===== src/rtl/pddd_pkg.sv =====
// ----------------------------------------------------------------------------
// pddd_pkg
// Types and constants shared by the pulse dial digit decoder.
// ----------------------------------------------------------------------------
package pddd_pkg;

  localparam int unsigned DIGIT_W  = 4;
  localparam int unsigned LEN_W    = 5;
  localparam int unsigned TICK_W   = 16;
  localparam int unsigned NUM_W    = 64;
  localparam int unsigned IN_TW    = 8;
  localparam int unsigned OUT_TW   = 80;
  localparam int unsigned CFG_IDX_W = 1;

  // configuration register indexes
  localparam logic [CFG_IDX_W-1:0] CFG_DIGIT_GAP = 1'd0;
  localparam logic [CFG_IDX_W-1:0] CFG_RESET_GAP = 1'd1;

  localparam logic [TICK_W-1:0]  DIGIT_GAP_RST = 16'd500;
  localparam logic [TICK_W-1:0]  RESET_GAP_RST = 16'd5000;
  localparam logic [TICK_W-1:0]  TICK_MAX      = 16'hFFFF;
  localparam logic [DIGIT_W-1:0] PULSE_MAX     = 4'd15;
  localparam logic [DIGIT_W-1:0] TEN_PULSES    = 4'd10;

  typedef struct packed {
    logic clear_request;
    logic hook_level;
    logic pulse_level;
    logic dial_active;
  } pddd_sample_t;

  typedef struct packed {
    logic [NUM_W-1:0]   number_digits;
    logic [LEN_W-1:0]   number_length;
    logic               number_cleared;
    logic               number_ready;
    logic               store_overflow;
    logic               count_error;
    logic [DIGIT_W-1:0] digit_value;
    logic               digit_valid;
    logic               dialing;
  } pddd_result_t;

  typedef struct packed {
    logic               hook_prev_pressed;
    logic               dial_prev_active;
    logic               pulse_prev_level;
    logic [DIGIT_W-1:0] pulse_counter;
    logic [TICK_W-1:0]  since_digit;
    logic               digit_pending;
    logic [LEN_W-1:0]   stored_count;
  } pddd_state_t;

endpackage


===== src/rtl/pulse_dial_digit_decoder_top.sv =====
// Input register, then result register, between an accepted request and out_tdata.
// Throughput: one request per cycle while out_tready is high; the input register
// refills in the cycle its content moves to the result register.
// Reset (rst_n low, synchronous): number store emptied, hook seen as pressed,
// gap registers back to 500 and 5000 ticks, both channels empty.
// ----------------------------------------------------------------------------
// pulse_dial_digit_decoder_top
// Rotary pulse dial decoder: counts pulse trains into digits and keeps the number.
// ----------------------------------------------------------------------------
module pulse_dial_digit_decoder_top #(
  parameter int unsigned MAX_DIGITS = 16
) (
  input  logic                                clk,
  input  logic                                rst_n,
  input  logic                                in_tvalid,
  output logic                                in_tready,
  // [0] dial_active, [1] pulse_level, [2] hook_level, [3] clear_request, [7:4] zero
  input  logic [pddd_pkg::IN_TW-1:0]          in_tdata,
  output logic                                out_tvalid,
  input  logic                                out_tready,
  // [0] dialing, [1] digit_valid, [5:2] digit_value, [6] count_error,
  // [7] store_overflow, [8] number_ready, [9] number_cleared,
  // [14:10] number_length, [78:15] number_digits, [79] zero
  output logic [pddd_pkg::OUT_TW-1:0]         out_tdata,
  input  logic                                cfg_valid,
  output logic                                cfg_ready,
  input  logic [pddd_pkg::CFG_IDX_W-1:0]      cfg_index,
  input  logic [pddd_pkg::TICK_W-1:0]         cfg_data
);
  import pddd_pkg::*;

  localparam int unsigned STORE_W = 4 * MAX_DIGITS;

  logic [TICK_W-1:0]  digit_gap_r;
  logic [TICK_W-1:0]  reset_gap_r;
  pddd_sample_t       sample_r;
  logic               sample_vld_r;
  pddd_state_t        state_r;
  pddd_state_t        state_nxt;
  logic [STORE_W-1:0] store_r;
  logic [STORE_W-1:0] store_nxt;
  pddd_result_t       res;
  pddd_result_t       out_res_r;
  logic               out_vld_r;
  logic               load;
  logic               in_acc;

  assign cfg_ready = 1'b1;

  always_ff @(posedge clk) begin
    if (!rst_n) begin
      digit_gap_r <= DIGIT_GAP_RST;
      reset_gap_r <= RESET_GAP_RST;
    end else if (cfg_valid) begin
      unique case (cfg_index)
        CFG_DIGIT_GAP: digit_gap_r <= cfg_data;
        CFG_RESET_GAP: reset_gap_r <= cfg_data;
        default: ;
      endcase
    end
  end

  // advance the input register into the result register whenever it is free
  assign load      = sample_vld_r && (!out_vld_r || out_tready);
  assign in_tready = !sample_vld_r || load;
  assign in_acc    = in_tvalid && in_tready;

  always_ff @(posedge clk) begin
    if (!rst_n) begin
      sample_vld_r <= 1'b0;
    end else if (in_acc) begin
      sample_vld_r <= 1'b1;
    end else if (load) begin
      sample_vld_r <= 1'b0;
    end
  end

  always_ff @(posedge clk) begin
    if (in_acc) begin
      sample_r <= pddd_sample_t'(in_tdata[3:0]);
    end
  end

  pddd_step #(
    .MAX_DIGITS(MAX_DIGITS)
  ) u_step (
    .state     (state_r),
    .store     (store_r),
    .sample    (sample_r),
    .digit_gap (digit_gap_r),
    .reset_gap (reset_gap_r),
    .state_nxt (state_nxt),
    .store_nxt (store_nxt),
    .result    (res)
  );

  always_ff @(posedge clk) begin
    if (!rst_n) begin
      state_r.hook_prev_pressed <= 1'b1;
      state_r.dial_prev_active  <= 1'b0;
      state_r.pulse_prev_level  <= 1'b0;
      state_r.pulse_counter     <= '0;
      state_r.since_digit       <= '0;
      state_r.digit_pending     <= 1'b0;
      state_r.stored_count      <= '0;
      store_r                   <= '0;
    end else if (load) begin
      state_r <= state_nxt;
      store_r <= store_nxt;
    end
  end

  always_ff @(posedge clk) begin
    if (!rst_n) begin
      out_vld_r <= 1'b0;
    end else if (load) begin
      out_vld_r <= 1'b1;
    end else if (out_tready) begin
      out_vld_r <= 1'b0;
    end
  end

  always_ff @(posedge clk) begin
    if (load) begin
      out_res_r <= res;
    end
  end

  assign out_tvalid = out_vld_r;
  assign out_tdata  = {1'b0, out_res_r.number_digits, out_res_r.number_length,
                       out_res_r.number_cleared, out_res_r.number_ready,
                       out_res_r.store_overflow, out_res_r.count_error,
                       out_res_r.digit_value, out_res_r.digit_valid, out_res_r.dialing};

`ifndef SYNTHESIS
  a_count_bound: assert property (@(posedge clk) disable iff (!rst_n)
    state_r.stored_count <= LEN_W'(MAX_DIGITS))
    else $error("stored digit count above capacity");

  a_one_outcome: assert property (@(posedge clk) disable iff (!rst_n)
    load |-> !(res.digit_valid && res.store_overflow) &&
             !(res.digit_valid && res.count_error) &&
             !(res.store_overflow && res.count_error))
    else $error("more than one digit outcome in one tick");

  a_digit_range: assert property (@(posedge clk) disable iff (!rst_n)
    (load && res.digit_valid) |-> (res.digit_value <= 4'd9))
    else $error("appended digit out of range");

  a_append_count: assert property (@(posedge clk) disable iff (!rst_n)
    (load && res.digit_valid) |=> (state_r.stored_count != '0) &&
                                  (state_r.since_digit == '0))
    else $error("appended digit not reflected in state");

  a_ready_once: assert property (@(posedge clk) disable iff (!rst_n)
    (load && res.number_ready) |=> !state_r.digit_pending)
    else $error("pending ready event kept after firing");
`endif

endmodule


===== src/rtl/pddd_step.sv =====
// ----------------------------------------------------------------------------
// pddd_step
// One-tick update of the dial decoder state and the result it produces.
// ----------------------------------------------------------------------------
module pddd_step #(
  parameter int unsigned MAX_DIGITS = 16
) (
  input  pddd_pkg::pddd_state_t             state,
  input  logic [4*MAX_DIGITS-1:0]           store,
  input  pddd_pkg::pddd_sample_t            sample,
  input  logic [pddd_pkg::TICK_W-1:0]       digit_gap,
  input  logic [pddd_pkg::TICK_W-1:0]       reset_gap,
  output pddd_pkg::pddd_state_t             state_nxt,
  output logic [4*MAX_DIGITS-1:0]           store_nxt,
  output pddd_pkg::pddd_result_t            result
);
  import pddd_pkg::*;

  localparam int unsigned STORE_W = 4 * MAX_DIGITS;

  logic [TICK_W-1:0]  since_inc;
  logic               pressed;
  logic               hook_edge;
  logic               clr;
  logic [LEN_W-1:0]   count_c;
  logic [STORE_W-1:0] store_c;
  logic               pending_c;
  logic [DIGIT_W-1:0] pc_start;
  logic               pp_start;
  logic [DIGIT_W-1:0] digit;
  logic               has_digit;
  logic               append;
  logic               ovf;
  logic               cerr;
  logic               ready;

  always_comb begin
    since_inc = (state.since_digit == TICK_MAX) ? state.since_digit
                                                : state.since_digit + 1'b1;
    pressed   = ~sample.hook_level;
    hook_edge = pressed & ~state.hook_prev_pressed;
    clr = (state.stored_count != '0) &&
          (hook_edge || (since_inc > reset_gap) || sample.clear_request);

    count_c   = clr ? '0 : state.stored_count;
    store_c   = clr ? '0 : store;
    pending_c = clr ? 1'b0 : state.digit_pending;

    // restart the pulse train on a fresh dial pull
    pc_start = state.dial_prev_active ? state.pulse_counter : '0;
    pp_start = state.dial_prev_active ? state.pulse_prev_level : 1'b0;

    digit     = (state.pulse_counter == TEN_PULSES) ? '0 : state.pulse_counter;
    has_digit = ~sample.dial_active & state.dial_prev_active &
                (state.pulse_counter != '0) && (state.pulse_counter <= TEN_PULSES);
    cerr      = ~sample.dial_active & state.dial_prev_active &
                (state.pulse_counter > TEN_PULSES);
    append    = has_digit && (count_c < LEN_W'(MAX_DIGITS));
    ovf       = has_digit && !append;

    state_nxt = state;
    state_nxt.hook_prev_pressed = pressed;
    state_nxt.dial_prev_active  = sample.dial_active;
    state_nxt.since_digit       = append ? '0 : since_inc;
    state_nxt.stored_count      = append ? count_c + 1'b1 : count_c;
    store_nxt = append ? ((store_c << DIGIT_W) | STORE_W'(digit)) : store_c;

    if (sample.dial_active) begin
      state_nxt.pulse_counter = (sample.pulse_level && !pp_start && pc_start < PULSE_MAX)
                              ? pc_start + 1'b1 : pc_start;
      state_nxt.pulse_prev_level = sample.pulse_level;
    end else if (state.dial_prev_active) begin
      state_nxt.pulse_counter = '0;
    end

    ready = (state_nxt.stored_count != '0) && (pending_c || append) &&
            (state_nxt.since_digit > digit_gap);
    state_nxt.digit_pending = (pending_c || append) && !ready;

    result.dialing        = sample.dial_active;
    result.digit_valid    = append;
    result.digit_value    = append ? digit : '0;
    result.count_error    = cerr;
    result.store_overflow = ovf;
    result.number_ready   = ready;
    result.number_cleared = clr;
    result.number_length  = state_nxt.stored_count;
    result.number_digits  = NUM_W'(store_nxt);
  end

endmodule

===== config.mk =====
export PLATFORM = sky130hd
export DESIGN_NAME = pulse_dial_digit_decoder_top
export DESIGN_NICKNAME = d
export VERILOG_FILES = /design/src/rtl/pddd_pkg.sv /design/src/rtl/pulse_dial_digit_decoder_top.sv /design/src/rtl/pddd_step.sv
export SDC_FILE = /design/constraint.sdc
export NUM_CORES = 1
export LEC_CHECK = 0
export ABC_AREA = 1
export BUFFER_PORTS_ARGS = -buffer_cell sky130_fd_sc_hd__buf_2
export CORE_ASPECT_RATIO = 0.75
export CORE_UTILIZATION = 45
export CTS_CLUSTER_SIZE = 16
export DETAILED_ROUTE_END_ITERATION = 8
export PLACE_DENSITY = 0.66
export SKIP_CTS_REPAIR_TIMING = 1
export SYNTH_ARGS = -nofsm -noshare
export SYNTH_HDL_FRONTEND = slang
export SYNTH_SLANG_ARGS = --single-unit

===== constraint.sdc =====
create_clock -name clk -period 4.7 [get_ports clk]
set_clock_uncertainty 0.05 [all_clocks]
set_input_delay 0.47 -clock clk [delete_from_list [all_inputs] [get_ports clk]]
set_output_delay 0.47 -clock clk [all_outputs]
set_load 0.05 [all_outputs]

* Word-level counts from Yosys, hierarchy flattened
Cells that the tools add are included.
** Word-level totals
- Bits of input ports :: 30
- Register bits after elaboration :: 210
- Output and inout bits :: 83
- Logic and storage cells :: 93
** Cells by class
- Equality and inequality tests :: 2
- $add $sub $neg :: 3
- Magnitude comparators :: 6
- Reductions and logical operators :: 31
- Muxes and demuxes :: 17
- Bitwise gates (word level) :: 9
** Operator list (count)
- 64-bit 2-to-1 mux :: 2
- 64-bit by 4-bit OR with 64-bit output :: 1
- 16-bit > comparator :: 2
- 16-bit 2-to-1 mux :: 2
- 4-bit 2-to-1 mux :: 5
- 16-bit by 1-bit adder with 16-bit output, second input constant :: 1
- 16-bit equality test, second input constant :: 1
- 1-bit logical AND :: 11
- 5-bit 2-to-1 mux :: 2
- 5-bit nonzero test :: 2
- 2-bit AND reduction :: 4
- 1-bit 2-to-1 mux :: 6
- 2-bit nonzero test :: 3
- 5-bit by 1-bit adder with 5-bit output, second input constant :: 1
- 1-bit logical NOT :: 5
- 1-bit logical OR :: 5
- 5-bit less-than comparator, second input constant :: 1
- 4-bit by 1-bit adder with 4-bit output, second input constant :: 1
- 1-bit bitwise AND :: 4
- 4-bit equality test, second input constant :: 1
- 4-bit > comparator, second input constant :: 1
- 4-bit <= comparator, second input constant :: 1
- 4-bit less-than comparator, second input constant :: 1
- 1-bit inverter :: 4
- 4-bit nonzero test :: 1

* Depth between registers and ports, before layout
- Depth in word-level cells :: 15
- Gate-level depth with buffers :: 36
- Mapped depth without buffers :: 34

* By module
A second synthesis with hierarchy kept.
** Unflattened totals
- Cell total of the unflattened synthesis :: 1491
- Area, all modules :: 11339.6 um^2
** By module, submodules not included
- pulse_dial_digit_decoder_top :: area an instance 7828.8 um^2, sequential area each 5034.8 um^2, cells each 848, instances 1
- pddd_step :: area an instance 3510.9 um^2, sequential area each 0.0 um^2, cells each 643, instances 1

* Worst setup path after synthesis
Ideal clock, no wire load.
- Path type :: reg2reg
- Start :: reg state_r[6] (netlist name)
- End :: reg out_res_r, in the netlist out_tdata[8] (data pin)
- Period minus slack after synthesis :: 4152 ps
- Path buffers :: 2
- Arrival time :: 3851 ps
- Library setup time :: 251 ps
- Slack :: 548 ps
- Data required time :: 4399 ps
- Cell stages (with the launch flop) :: 30
- Path through :: dfxtp_1 ha_1 nand3_2 nor3_4 inv_2 nor2_2 nand2_2 nand4_1 xor2_1 inv_1 ha_1 a21oi_1 nand2_1 a21oi_1 nand2_1 nand2_2 nand3_2 nand2_4 buf_2 buf_2 nand2_1 inv_1 ha_1 a21oi_1 o21a_1 o221ai_1 a21oi_1 nor3_1 nand2_1 inv_1
** RTL lines
- start, declared :: line pulse_dial_digit_decoder_top.sv:38 : pddd_state_t state_r;
- start signal, assigned :: line pulse_dial_digit_decoder_top.sv:108 : state_r <= state_nxt;
- end signal, assigned :: line pulse_dial_digit_decoder_top.sv:125 : out_res_r <= res;
- end, declared :: line pulse_dial_digit_decoder_top.sv:43 : pddd_result_t out_res_r;

==> impl_table.tex <==
\begin{tabular}{lr}
\hline
Metric & Value \\
\hline
\multicolumn{2}{l}{\textbf{Status}} \\
Result of the run & complete, no violations \\
\multicolumn{2}{l}{\textbf{STA}} \\
Final-report setup violation count & 0 \\
Pins over their slew limit & 0 \\
Min Clock Period, post-route & 4466 ps \\
Headroom to the max-slew limit & 26.94\% \\
Final WS setup & 234.5 ps \\
Achievable Freq & 223.9 MHz \\
Period utilisation layout & 95.01\% \\
Tightest Pin Transition & 1096 ps \\
Final Hold Violating Endpoints & 0 \\
\multicolumn{2}{l}{\textbf{Logic synthesis}} \\
Proportion of register bits with asynchronous set or reset after synthesis & 0\% \\
Average footprint of a synthesized cell & 8.209 um\^{}2 \\
Proportion of synthesized chip area in sequential cells & 51.63\% \\
Cell taking the most area after synthesis & sky130\_fd\_sc\_hd\_\_dfxtp\_1 \\
Cells after synthesis & 1188 \\
Register bit count reported by yosys & 210 \\
Synth area leaders & sky130\_fd\_sc\_hd\_\_dfxtp\_1 26\%, sky130\_fd\_sc\_hd\_\_edfxtp\_1 26\%, sky130\_fd\_sc\_hd\_\_inv\_1 8.2\% \\
Fraction of synthesized cell area taken by the top area cell type & 26.07\% \\
EDFF count, synth & 83 \\
Flip-flop cell with the highest count after synthesis & sky130\_fd\_sc\_hd\_\_dfxtp\_1 \\
Post-synthesis cell area & 9752 um\^{}2 \\
Mapped Nets & 1253 \\
Number of synthesis warnings & 0 \\
Post-synth cell types & 39 \\
\multicolumn{2}{l}{\textbf{Floorplan}} \\
Rows & 46 \\
Num ports & 113 \\
Std-Cell Core Area & 21180 um\^{}2 \\
Vertical die dimension & 129.5 um \\
Horizontal die dimension & 172.0 um \\
Starting utilization of the core area & 46.04\% \\
DIE AREA & 22270 um\^{}2 \\
\multicolumn{2}{l}{\textbf{Final layout}} \\
Leading cell type in the layout, fill and taps excluded & sky130\_fd\_sc\_hd\_\_inv\_1 \\
Area added between synthesis and finish & 16.95\% \\
Share of post-route cells with drive strength above 1 & 15.55\% \\
Antenna Cells & 0 \\
Number of nets in the layout & 1342 \\
End-of-flow core utilization & 53.85\% \\
Most frequent cells in the layout & 213 x sky130\_fd\_sc\_hd\_\_inv\_1, 212 x sky130\_fd\_sc\_hd\_\_nand2\_1, 129 x sky130\_fd\_sc\_hd\_\_o21ai\_0 \\
\multicolumn{2}{l}{\textbf{Routing}} \\
Routed wire length per instance & 13.43 um \\
Length of the first detailed-routing pass in iterations & 5 \\
Via density per instance & 4.891 \\
Via count of the routed design & 7733 \\
Routed Wire Length & 21240 um \\
DRC errors left & 0 \\
Starting DRC count in detailed routing & 554 \\
Number of antenna-violating nets in the routed design & 0 \\
\multicolumn{2}{l}{\textbf{Critical path}} \\
Reg2Reg Capture Point & out\_tdata[8] \\
WP data required & 4910 ps \\
Depth of the most critical reg-to-reg path & 30 \\
Critical path endpoint category & register \\
Worst Setup Start Kind & register \\
CP Max Fanout & 7 \\
Most frequent cell on the critical path & sky130\_fd\_sc\_hd\_\_nand2\_1 \\
Highest-delay cell along the critical path & sky130\_fd\_sc\_hd\_\_dfxtp\_1 \\
Timing endpoint of the critical path & out\_tdata[8] \\
Start point of the critical path & state\_r[11] \\
Stage delay of the slowest cell on the critical path & 360 ps \\
Setup slack on the worst flop-to-flop path & 230 ps \\
Source of the worst register-to-register timing path & state\_r[11] \\
Arrival time at the worst endpoint & 4670 ps \\
CP Class & reg2reg \\
\multicolumn{2}{l}{\textbf{Placed design}} \\
Worst slack at placement & 141.7 ps \\
Half-perimeter wire length after placement & 13280 um \\
Buffers on Ports & 106 \\
Weighted congestion at the end of routability-driven global placement & 0.8468 \\
\multicolumn{2}{l}{\textbf{Pwr}} \\
Cell leakage power & 5.615 nW \\
Ratio of total power to cell area & 397.7 nW/um\^{}2 \\
Largest voltage drop on the vdd net & 0.2628 mV \\
\multicolumn{2}{l}{\textbf{Flow run}} \\
Total of max-cap violations & 0 \\
\multicolumn{2}{l}{\textbf{Global route}} \\
Pin count of the biggest net entering global routing & 155 \\
Gr usage total & 18.74\% \\
Number of global-route vias before repair & 6834 \\
First-pass GRT wire length & 33630 um \\
Antenna violations before repair & 0 \\
Sum of overflow across all layers after global routing & 0 \\
\multicolumn{2}{l}{\textbf{Clock network}} \\
Sinks on the clock net & 210 \\
Maximum level of the CTS H-tree & 1 \\
CTS tree & done \\
Bufs on Longest Clock Path & 3 \\
Post-CTS clock slew at the launch and capture registers of the worst setup and hold paths & 60 ps \\
Root buffer cell & sky130\_fd\_sc\_hd\_\_clkbuf\_16 \\
Number of buffers created by CTS & 23 \\
Worst-Skew Late Latency & 500 ps \\
\multicolumn{2}{l}{\textbf{Hold path}} \\
Hold crit path type & in2reg \\
\hline
\end{tabular}
worst max-delay path: cells and delay by family, from the launching register on:
family | cells | cell delay (ps)
AND/OR/NAND/NOR | 17 | 2000
AO/OA/AOI/OAI | 5 | 670
adder cells (fa/ha/maj) | 2 | 580
buffers and inverters | 5 | 380
flip-flops | 1 | 360
XOR/XNOR | 1 | 170
sequential cells by signal, summed over array words and instances (netlist names):
signal,cells
digit_gap_r,16
out_tdata,79
out_tvalid,1
reset_gap_r,16
sample_r,4
sample_vld_r,1
state_r,29
store_r,64
power by group:
part	internal, W	switching, W
logic	0.000165	0.000453
registers	0.00202	0.0000475
clock network	0.00112	0.000734
how the worst min path moves through the flow:
stage                    from              to  depth (start not counted)
3_3_place_gp   digit_gap_r[1]  digit_gap_r[1]                          2
5_1_grt           in_tdata[2]     sample_r[2]                          1
4_1_cts           in_tdata[3]     sample_r[3]                          1
6_report          in_tdata[0]     sample_r[0]                          1
3_5_place_dp   digit_gap_r[1]  digit_gap_r[1]                          2
2_1_floorplan  digit_gap_r[1]  digit_gap_r[1]                          2
kinds of logic (layout without fill, tap and decap cells):
group	after synthesis	in the layout	synth area share, %
buffers and inverters	280	384	11.34
and+or+nand+nor	335	336	14.50
other	2	2	0.07701
xor gates and xnor gates	12	12	1.078
DFF	210	210	51.63
adders and majority gates	35	35	4.491
AOI/OAI and AO/OA	314	314	16.88
cell usage after synthesis, types with 3 or more instances:
cell and instances:
sky130_fd_sc_hd__inv_1 214, sky130_fd_sc_hd__nand2_1 213, sky130_fd_sc_hd__o21ai_0 129, sky130_fd_sc_hd__dfxtp_1 127, sky130_fd_sc_hd__a21oi_1 117, sky130_fd_sc_hd__edfxtp_1 83
sky130_fd_sc_hd__nor2_1 63, sky130_fd_sc_hd__o21ai_1 47, sky130_fd_sc_hd__clkbuf_1 40, sky130_fd_sc_hd__ha_1 35, sky130_fd_sc_hd__nand3_1 20, sky130_fd_sc_hd__buf_2 14
sky130_fd_sc_hd__nand4_1 13, sky130_fd_sc_hd__nor3_1 11, sky130_fd_sc_hd__o211ai_1 11, sky130_fd_sc_hd__xor2_1 9, sky130_fd_sc_hd__buf_4 4, sky130_fd_sc_hd__inv_2 4
sky130_fd_sc_hd__buf_6 3, sky130_fd_sc_hd__nor2_2 3, sky130_fd_sc_hd__o21bai_2 3, sky130_fd_sc_hd__xnor2_1 3
layer usage:
metal	wire length [um]	GRT usage, %	up-vias
met3	1014	2.993	32
met4	467	4.841	0
met5	0	0	-
met1	11080	28.65	3475
met2	8678	27.21	168
li1	-	-	4058
through the flow:
stage / total power (W) / hold WS [ps] / cells / area (um^2) / setup TNS (ps)
after CTS: 0.004569 / 77.95 / 1574 / 11260 / 0
after floorplan: 0.002568 / 385.3 / 1188 / 9752 / 0
after global placement: 0.002696 / 402.7 / 1533 / 10480 / 0
final: 0.004536 / 99.83 / 1581 / 11400 / 0
after global routing: 0.004739 / 79.73 / 1581 / 11400 / -132.7
after detailed placement: 0.002707 / 404.5 / 1533 / 10480 / 0
cell type report:
type	count	area (um^2)
Sequential cell	210	5039
Fill cell	1991	9776
Timing Repair Buffer	124	690.7
Multi-Input combinational cell	699	3714
Tap cell	288	360.3
Clock inverter	15	185.2
Inverter	219	829.5
Clock buffer	26	586.8
Power figures use the tool's default switching activity.
